[config.mk]
export PLATFORM = sky130hd
export DESIGN_NAME = gregorian_date_add_days
export DESIGN_NICKNAME = d
export VERILOG_FILES = /design/src/hw/rtl/gda_pkg.sv /design/src/hw/rtl/gregorian_date_add_days.sv
export VERILOG_INCLUDE_DIRS = /design/src /design/src/hw/rtl
export SDC_FILE = /design/constraint.sdc
export NUM_CORES = 1
export LEC_CHECK = 0
export ABC_AREA = 0
export BUFFER_PORTS_ARGS = -buffer_cell sky130_fd_sc_hd__buf_2
export CELL_PAD_IN_SITES_DETAIL_PLACEMENT = 0
export CELL_PAD_IN_SITES_GLOBAL_PLACEMENT = 2
export CORE_ASPECT_RATIO = 0.5
export CORE_MARGIN = 1.5
export CORE_UTILIZATION = 42
export CTS_BUF_LIST = sky130_fd_sc_hd__clkbuf_8
export DETAILED_ROUTE_END_ITERATION = 7
export GPL_ROUTABILITY_DRIVEN = 0
export PLACE_DENSITY_LB_ADDON = 0.1
export SETUP_SLACK_MARGIN = 0.15
export SLEW_MARGIN = 20
export SYNTH_ARGS = -nofsm -noshare
export SYNTH_HDL_FRONTEND = slang
export SYNTH_SLANG_ARGS = --single-unit
[constraint.sdc]
create_clock -name clk -period 18.3 [get_ports clk]
set_clock_uncertainty 0.05 [all_clocks]
set_input_delay 0.915 -clock clk [delete_from_list [all_inputs] [get_ports clk]]
set_output_delay 0.915 -clock clk [all_outputs]
set_load 0.1 [all_outputs]
[src/hw/rtl/assert_macros.svh]
// Assertion macros shared by the RTL files.
`ifndef ASSERT_MACROS_SVH
`define ASSERT_MACROS_SVH
`ifndef SYNTH
`define ASSERT_SAME(label, clk, rst_n, ante, cons) \
	label: assert property (@(posedge clk) disable iff (!rst_n) (ante) |-> (cons)) \
	else $error("assertion failed");
`define ASSERT_NEXT(label, clk, rst_n, ante, cons) \
	label: assert property (@(posedge clk) disable iff (!rst_n) (ante) |=> (cons)) \
	else $error("assertion failed");
`else
`define ASSERT_SAME(label, clk, rst_n, ante, cons)
`define ASSERT_NEXT(label, clk, rst_n, ante, cons)
`endif
`endif

[src/hw/rtl/gda_pkg.sv]
// Types, constants and calendar helpers for the date adder.
package gda_pkg;

	localparam int DayW   = 5;
	localparam int MonthW = 4;
	localparam int YearW  = 14;
	localparam int CountW = 15;
	// internal year grows past the field by the years skipped
	localparam int YearIW = 15;

	localparam logic [MonthW-1:0] MonJan = 4'd1;
	localparam logic [MonthW-1:0] MonFeb = 4'd2;
	localparam logic [MonthW-1:0] MonDec = 4'd12;

	// inverse of 25 modulo 2**15 and the divisibility bound
	localparam logic [YearIW-1:0] Inv25   = 15'd23593;
	localparam logic [YearIW-1:0] Lim25   = 15'(32767 / 25);

	typedef enum logic [1:0] {
		ST_IDLE,
		ST_CHECK,
		ST_STEP
	} gda_state_t;

	function automatic logic div25(input logic [YearIW-1:0] y);
		logic [2*YearIW-1:0] p;
		p = y * Inv25;
		return p[YearIW-1:0] <= Lim25;
	endfunction

	function automatic logic leap_year(input logic [YearIW-1:0] y);
		logic d25;
		d25 = div25(y);
		return ((y[1:0] == 2'd0) && !d25) || ((y[3:0] == 4'd0) && d25);
	endfunction

	function automatic logic [DayW-1:0] month_days(input logic [MonthW-1:0] m,
		input logic leap);
		logic [DayW-1:0] r;
		unique case (m)
			4'd2:                   r = leap ? 5'd29 : 5'd28;
			4'd4, 4'd6, 4'd9, 4'd11: r = 5'd30;
			default:                r = 5'd31;
		endcase
		return r;
	endfunction

endpackage

[src/hw/rtl/gregorian_date_add_days.sv]
// Gregorian date adder: one shared subtractor stepped under a small sequencer.
// Each request is checked, then stepped one month or one whole year skipped at a time,
// then finished once the result register is free; a bad date skips the stepping.
// One request at a time; in_stall is high from acceptance to result load,
// so the next request is taken only after the result is loaded.
// The result register lets the next request in while a result waits.
// Reset (arst_n low, asynchronous) returns the sequencer to idle, no result pending.
`include "assert_macros.svh"
module gregorian_date_add_days (
	input  logic                       clk,
	input  logic                       arst_n,
	input  logic                       in_valid,
	output logic                       in_stall,
	input  logic [gda_pkg::DayW-1:0]   start_day,
	input  logic [gda_pkg::MonthW-1:0] start_month,
	input  logic [gda_pkg::YearW-1:0]  start_year,
	input  logic [gda_pkg::CountW-1:0] days_to_add,
	output logic                       out_valid,
	input  logic                       out_stall,
	output logic [gda_pkg::DayW-1:0]   end_day,
	output logic [gda_pkg::MonthW-1:0] end_month,
	output logic [gda_pkg::YearW-1:0]  end_year,
	output logic                       bad_date
);
	import gda_pkg::*;

	gda_state_t          st_q, st_d;
	logic [DayW-1:0]     d_q;
	logic [MonthW-1:0]   m_q;
	logic [YearIW-1:0]   y_q;
	logic [CountW-1:0]   left_q;
	logic                bad_q;
	logic                out_valid_q;
	logic [DayW-1:0]     end_day_q;
	logic [MonthW-1:0]   end_month_q;
	logic [YearW-1:0]    end_year_q;
	logic                bad_date_q;

	logic                in_acc, out_free, leap, jan1, year_skip, fits, finish;
	logic [DayW-1:0]     dim, room;
	logic [8:0]          ylen;
	logic [CountW-1:0]   amt, diff;
	logic                invalid;

	assign in_acc   = in_valid && !in_stall;
	assign out_free = !out_valid_q || !out_stall;

	assign leap = leap_year(y_q);
	assign dim  = month_days(m_q, leap);
	assign room = dim - d_q;
	assign ylen = leap ? 9'd366 : 9'd365;
	assign jan1 = (m_q == MonJan) && (d_q == 5'd1);
	assign year_skip = jan1 && (left_q >= CountW'(ylen));
	// shared subtractor: a whole year or the rest of this month
	assign amt  = year_skip ? CountW'(ylen) : CountW'(room) + CountW'(1);
	assign diff = left_q - amt;
	assign fits = left_q <= CountW'(room);
	assign finish = (st_q == ST_STEP) && (left_q == '0) && out_free;
	assign invalid = (m_q < MonJan) || (m_q > MonDec) || (d_q == '0) || (d_q > dim);

	always_comb begin
		st_d     = st_q;
		in_stall = 1'b1;
		unique case (st_q)
			ST_IDLE: begin
				in_stall = 1'b0;
				if (in_valid) st_d = ST_CHECK;
			end
			ST_CHECK: st_d = ST_STEP;
			ST_STEP: begin
				if (finish) st_d = ST_IDLE;
			end
			default: st_d = ST_IDLE;
		endcase
	end

	always_ff @(posedge clk or negedge arst_n) begin
		if (!arst_n) st_q <= ST_IDLE;
		else st_q <= st_d;
	end

	always_ff @(posedge clk) begin
		if (in_acc) begin
			d_q    <= start_day;
			m_q    <= start_month;
			y_q    <= YearIW'(start_year);
			left_q <= days_to_add;
			bad_q  <= 1'b0;
		end else if (st_q == ST_CHECK) begin
			if (invalid) begin
				bad_q  <= 1'b1;
				left_q <= '0;
			end
		end else if (st_q == ST_STEP && left_q != '0) begin
			if (year_skip) begin
				y_q    <= y_q + YearIW'(1);
				left_q <= diff;
			end else if (fits) begin
				d_q    <= d_q + left_q[DayW-1:0];
				left_q <= '0;
			end else begin
				left_q <= diff;
				d_q    <= 5'd1;
				if (m_q == MonDec) begin
					m_q <= MonJan;
					y_q <= y_q + YearIW'(1);
				end else begin
					m_q <= m_q + MonthW'(1);
				end
			end
		end
	end

	always_ff @(posedge clk or negedge arst_n) begin
		if (!arst_n) out_valid_q <= 1'b0;
		else if (finish) out_valid_q <= 1'b1;
		else if (!out_stall) out_valid_q <= 1'b0;
	end

	always_ff @(posedge clk) begin
		if (finish) begin
			end_day_q   <= d_q;
			end_month_q <= m_q;
			end_year_q  <= y_q[YearW-1:0];
			bad_date_q  <= bad_q;
		end
	end

	assign out_valid = out_valid_q;
	assign end_day   = end_day_q;
	assign end_month = end_month_q;
	assign end_year  = end_year_q;
	assign bad_date  = bad_date_q;

	`ASSERT_NEXT(a_accept_checks, clk, arst_n, in_acc, st_q == ST_CHECK)
	`ASSERT_SAME(a_step_month_ok, clk, arst_n, (st_q == ST_STEP) && !bad_q,
		(m_q >= MonJan) && (m_q <= MonDec))
	`ASSERT_SAME(a_step_day_ok, clk, arst_n, (st_q == ST_STEP) && !bad_q,
		(d_q != '0) && (d_q <= dim))
	`ASSERT_NEXT(a_finish_shows, clk, arst_n, finish, out_valid && (st_q == ST_IDLE))
endmodule
Word-level counts from Yosys, hierarchy flattened
Index checks and enable logic that the tools add are counted.
{"block": "op_classes", "n_addsub": 6, "multipliers": 1, "div": 0, "magnitude_cmp": 6, "n_eq_ne": 19, "shift": 0, "muxes": 33, "bitwise_logic": 1, "n_reduce_logical": 34}
{"cell": "$mux W15", "count": 9}
{"cell": "$mux W14", "count": 3}
{"cell": "$mux W5", "count": 5}
{"cell": "$mux W4", "count": 6}
{"cell": "$add A15 B1 Y15 const B", "count": 1}
{"cell": "$ge A15 B9 Y1", "count": 1}
{"cell": "$le A15 B11 Y1 const B", "count": 1}
{"cell": "$le A15 B5 Y1", "count": 1}
{"cell": "$logic_not A15 Y1", "count": 1}
{"cell": "$mul A15 B15 Y15 const B", "count": 1}
{"cell": "$reduce_bool A15 Y1", "count": 1}
{"cell": "$sub A15 B9 Y15", "count": 1}
{"cell": "$eq A4 B4 Y1 const B", "count": 3}
{"cell": "$ne A2 B2 Y1 const B", "count": 6}
{"cell": "$reduce_and A4 Y1", "count": 3}
{"cell": "$mux W9", "count": 1}
{"cell": "$eq A4 B3 Y1 const B", "count": 2}
{"cell": "$logic_and A1 B1 Y1", "count": 8}
{"cell": "$add A5 B1 Y6 const B", "count": 1}
{"cell": "$mux W2", "count": 3}
{"cell": "$ne A3 B3 Y1 const B", "count": 2}
{"cell": "$pmux W2 S3", "count": 1}
{"cell": "$reduce_and A2 Y1", "count": 3}
{"cell": "$reduce_bool A3 Y1", "count": 2}
{"cell": "23 further kinds", "count": 34}
{"block": "word_totals", "reg_bits": 67, "latch_bits": 0, "ramBits": 0, "romBits": 0, "n_memories": 0}

Logic depth before layout (Yosys ltp)
{"block": "logic_depth", "ltp_word": 16, "ltp_mapped": 34, "depth_no_buf": 34}

Worst setup path after synthesis
Ideal clock, no wire load.
{"block": "synth_timing", "path_kind": "reg-to-reg", "start": "reg y_q[2]", "end": "reg y_q[0], enable pin", "setup_ps": 407, "t_arrival_ps": 7241, "required_ps": 17843, "slack_ps": 10602, "stages_incl_launch_ff": 28, "n_path_buf": 0, "period_less_slack_ps": 7698, "cell_sequence": "edfxtp_1 inv_1 ha_1 ha_1 inv_1 fa_1 inv_1 fa_1 fa_1 ha_1 ha_1 o21ai_0 or2b_1 o41ai_1 xnor3_1 o21ai_2 a211oi_1 a21oi_1 ha_1 nor2b_1 nor3b_1 xor2_1 ha_1 nand3_1 o22ai_1 o21bai_2 a211oi_2 o31ai_1"}
{"block": "synth_between", "elab_chain_cells": 11}
{"item": "start, declared", "line_no": "gregorian_date_add_days.sv:30", "text": "logic [YearIW-1:0] y_q;"}
{"item": "start signal, assigned", "line_no": "gregorian_date_add_days.sv:86", "text": "y_q <= YearIW'(start_year);"}
{"item": "start signal, assigned", "line_no": "gregorian_date_add_days.sv:96", "text": "y_q <= y_q + YearIW'(1);"}
{"item": "start signal, assigned", "line_no": "gregorian_date_add_days.sv:106", "text": "y_q <= y_q + YearIW'(1);"}
{"item": "$mul A15 B15 Y15", "line_no": "gda_pkg.sv:27", "text": "p = y * Inv25;"}
{"item": "$le A15 B11 Y1", "line_no": "gda_pkg.sv:28", "text": "return p[YearIW-1:0] <= Lim25;"}
{"item": "$logic_not A1 Y1", "line_no": "gda_pkg.sv:34", "text": "return ((y[1:0] == 2'd0) && !d25) || ((y[3:0] == 4'd0) && d25);"}
{"item": "$logic_and A1 B1 Y1", "line_no": "gda_pkg.sv:34"}
{"item": "$logic_or A1 B1 Y1 (*)", "line_no": "gda_pkg.sv:34"}
{"item": "$mux W1", "line_no": "gda_pkg.sv:41", "text": "4'd2: r = leap ? 5'd29 : 5'd28;"}
{"item": "$pmux W2 S2", "line_no": "gda_pkg.sv:40", "text": "unique case (m)"}
{"item": "$sub A5 B5 Y5", "line_no": "gregorian_date_add_days.sv:50", "text": "assign room = dim - d_q;"}
{"item": "$le A15 B5 Y1", "line_no": "gregorian_date_add_days.sv:57", "text": "assign fits = left_q <= CountW'(room);"}
{"item": "$ne A3 B3 Y1 (no line)"}
{"item": "$reduce_and A4 Y1 (no line) (*)"}
Mark *: on every way between the ends. The rest lies on a longest branch, timed or not.
A chain may end at the register's enable or synchronous reset.

Worst setup path after layout
{"block": "layout_timing", "start": "reg y_q[3]", "end": "reg left_q[13], data pin"}
{"block": "layout_between", "elab_chain_cells": 16}
{"item": "$mul A15 B15 Y15", "line_no": "gda_pkg.sv:27"}
{"item": "$le A15 B11 Y1", "line_no": "gda_pkg.sv:28"}
{"item": "$logic_not A1 Y1", "line_no": "gda_pkg.sv:34"}
{"item": "$logic_and A1 B1 Y1", "line_no": "gda_pkg.sv:34"}
{"item": "$logic_or A1 B1 Y1 (*)", "line_no": "gda_pkg.sv:34"}
{"item": "$mux W1", "line_no": "gda_pkg.sv:41"}
{"item": "$pmux W2 S2", "line_no": "gda_pkg.sv:40"}
{"item": "$sub A5 B5 Y5", "line_no": "gregorian_date_add_days.sv:50"}
{"item": "$add A5 B1 Y6", "line_no": "gregorian_date_add_days.sv:55", "text": "assign amt = year_skip ? CountW'(ylen) : CountW'(room) + CountW'(1);"}
{"item": "$mux W9", "line_no": "gregorian_date_add_days.sv:55"}
{"item": "$sub A15 B9 Y15", "line_no": "gregorian_date_add_days.sv:56", "text": "assign diff = left_q - amt;"}
{"item": "$mux W15", "line_no": "gregorian_date_add_days.sv:98", "text": "end else if (fits) begin"}
{"item": "$mux W15 (*)", "line_no": "gregorian_date_add_days.sv:95", "text": "if (year_skip) begin"}
{"item": "$mux W15 (*)", "line_no": "gregorian_date_add_days.sv:94", "text": "end else if (st_q == ST_STEP && left_q != '0) begin"}
{"item": "$mux W15 (*)", "line_no": "gregorian_date_add_days.sv:89", "text": "end else if (st_q == ST_CHECK) begin"}
{"item": "$mux W15 (*)", "line_no": "gregorian_date_add_days.sv:83", "text": "if (in_acc) begin"}
{"item": "end signal, assigned", "line_no": "gregorian_date_add_days.sv:87", "text": "left_q <= days_to_add;"}
{"item": "end signal, assigned", "line_no": "gregorian_date_add_days.sv:97", "text": "left_q <= diff;"}
{"item": "end signal, assigned", "line_no": "gregorian_date_add_days.sv:102", "text": "left_q <= diff;"}
{"item": "end, declared", "line_no": "gregorian_date_add_days.sv:31", "text": "logic [CountW-1:0] left_q;"}
Mark *: on every way between the ends. The rest lies on a longest branch, timed or not. The select of a mux whose other input is x is not followed.

==> impl_metrics.tcl <==
set metrics [dict create \
    status "completed" \
    wirelength_um 11710 \
    setup_viol 0 \
    coreArea_um2 12160 \
    ys_async_sr_fraction 0.04478 \
    fin_crit_sh 0.4407 \
    avgRoutedWirePerCell_um 15.32 \
    first_pass_iters 4 \
    clock_path_buffers 2 \
    crit_arrival_ns 8.23 \
    yosysSeqAreaShare 0.3674 \
    slowest_delay_ns 0.52 \
    cts_buffers 9 \
    final_nets 735 \
    rr_startpoint "y_q[3]$_DFFE_PP_" \
    antenna_found_initial 0 \
    cts_tree "done" \
    max_freq_mhz 124.0 \
    cp_common_cell "ha_1" \
    cts_hold_buf 0 \
    tightest_slew_ns 0.5653 \
    grt_pass1_wl_um 19780 \
    rows 28 \
    cts-htree-levels 3 \
    post_cts_buffers 0 \
    insertion_delay_ns 0.34 \
    start_util 0.4427 \
    numPortBuffers 67 \
    required_ns 18.46 \
    synth_edf_count 62 \
    synth_nets 664 \
    mostFrequentLayoutCells "ha_1 (82), buf_2 (67), nand2_1 (62), edfxtp_1 (62), inv_1 (54)" \
    cp-end-kind "register" \
    startpoint "y_q[3]$_DFFE_PP_" \
    cts_root_buf "clkbuf_8" \
    cts_sinks 67 \
    rsz0062_at_grt "no" \
    grt_max_degree 50 \
    boundaryPins 68 \
    drcViolationCount 0 \
    hp-class "in -> async" \
    synth_area_um2 5381 \
    drive_above_1_share 0.1636 \
    rr_worst_depth 31 \
    place_hpwl_um 9194 \
    final_max_slew_viol_count 0 \
    slew_headroom 0.6231 \
    die-area_um2 13540 \
    fin_tns_setup_ns 0 \
    grt_usage 0.1866 \
    yosysUniqueCellTypes 57 \
    hold_violations 0 \
    via_count 3916 \
    avgSynthCellArea_um2 10.29 \
    viasPerCell 5.126 \
    ys_seq_elements 67 \
    grt-ovfl-total 0 \
    syn_to_final_growth_pct 13.79 \
    layout_min_cycle_time_ns 8.065 \
    die_h_um 83.04 \
    clk_pin_slew_ns 0.08 \
    ant_nets 0 \
    start_kind "register" \
    drv_cap 0 \
    yosys_warnings 0 \
    slowest_stage "edfxtp_1" \
    cp_max_fo 7 \
    synth_cells 523 \
    final_common_cell "ha_1" \
    nFillCells 1172 \
    grt_pass1_vias 4001 \
    drt_iter0_markers 196 \
    post_cts_resized 0 \
    path_class "reg -> reg" \
    die_w_um 163.1 \
    ys.flop_type "edfxtp_1" \
    n_antenna_cell 0 \
]
==> kinds of logic after synthesis <==
kind of cell | Yosys count | synth area share
fa+ha+maj | 99 | 0.2539
compound gates | 100 | 0.1197
xor+xnor | 47 | 0.07905
flops | 67 | 0.3674
mux | 3 | 0.005813
buf+inv | 65 | 0.04813
simple gates | 142 | 0.1260
==> final cells by class <==
cell class	count	area, um2	area share
clock inverter	7	92.59	0.01512
clock buffer	9	123.9	0.02023
inverter	54	202.7	0.03310
tap	165	206.4	0.03371
timing repair buffer	71	365.4	0.05966
sequential	67	1977	0.3228
multi-input combinational	391	3156	0.5153
==> critical path: cells and delay by family (launching register included) <==
kind                     cells  cell delay, ns
adder cells (fa/ha/maj)     11            3.90
AO/OA/AOI/OAI               11            2.00
buffers and inverters        4            0.31
XOR/XNOR                     1            0.29
AND/OR/NAND/NOR              4            0.85
flip-flops                   1            0.52
==> per-layer routing <==
layer / vias up / share of wire / global-route usage / wire (um)
met3: 8 / 0.024 / 0.03896 / 286
met1: 1871 / 0.50 / 0.2532 / 5862
met4: 0 / 0.0080 / 0.03837 / 94
met5: - / 0 / 0 / 0
met2: 43 / 0.47 / 0.3075 / 5462
li1: 1994 / - / - / -
==> per-stage QoR <==
step / setup slack, ns / instance area (um2) / util / hold slack [ns] / cells
4_1_cts: 10.17 / 6123 / 0.5037 / 0.2814 / 764
2_1_floorplan: 10.60 / 5381 / - / 0.3582 / 523
3_3_place_gp: 10.21 / 5907 / 0.4859 / 0.3660 / 748
6_report: 10.23 / 6123 / 0.5037 / 0.2985 / 764
3_5_place_dp: 10.21 / 5907 / 0.4859 / 0.3760 / 748
5_1_grt: 9.563 / 6123 / 0.5037 / 0.2723 / 764
==> registers in the layout, indices dropped and copies added (netlist names) <==
| signal | flops |
|---|---|
| left_q | 15 |
| bad_date | 1 |
| y_q | 15 |
| end_month | 4 |
| bad_q | 1 |
| end_year | 14 |
| out_valid | 1 |
| d_q | 5 |
| end_day | 5 |
| st_q | 2 |
| m_q | 4 |
==> path summary, 6_finish.rpt <==
check	endpoint	slack, ns
worst max register to register	left_q[13]$_DFFE_PP_	10.23
min in group clk	bad_date$_DFFE_PP_	0.39
max in group asynchronous	st_q[0]$_DFFE_PN0P_	17.80
worst min register to register	bad_date$_DFFE_PP_	0.39
worst max-delay path	left_q[13]$_DFFE_PP_	10.23
worst min-delay path	out_valid$_DFFE_PN0P_	0.30
==> synthesized netlist by cell type (all sizes together) (5+ instances only) <==
cell type	count	area (um2)
ha	82	1026
edfxtp	62	1862
nand2	62	232.7
inv	54	202.7
o21ai	38	197.7
xnor2	30	262.8
nor2	21	78.83
a21oi	17	85.08
fa	17	340.3
xor2	16	140.1
nand3	11	55.05
nor3	9	45.04
a21o	8	60.06
clkbuf	6	26.28
a211oi	5	42.54
buf	5	30.03
o21a	5	37.54
o31ai	5	37.54
or4	5	37.54
Power is not shown: default switching activity piles up to over one toggle a cycle in this logic, so the estimate is an artifact.
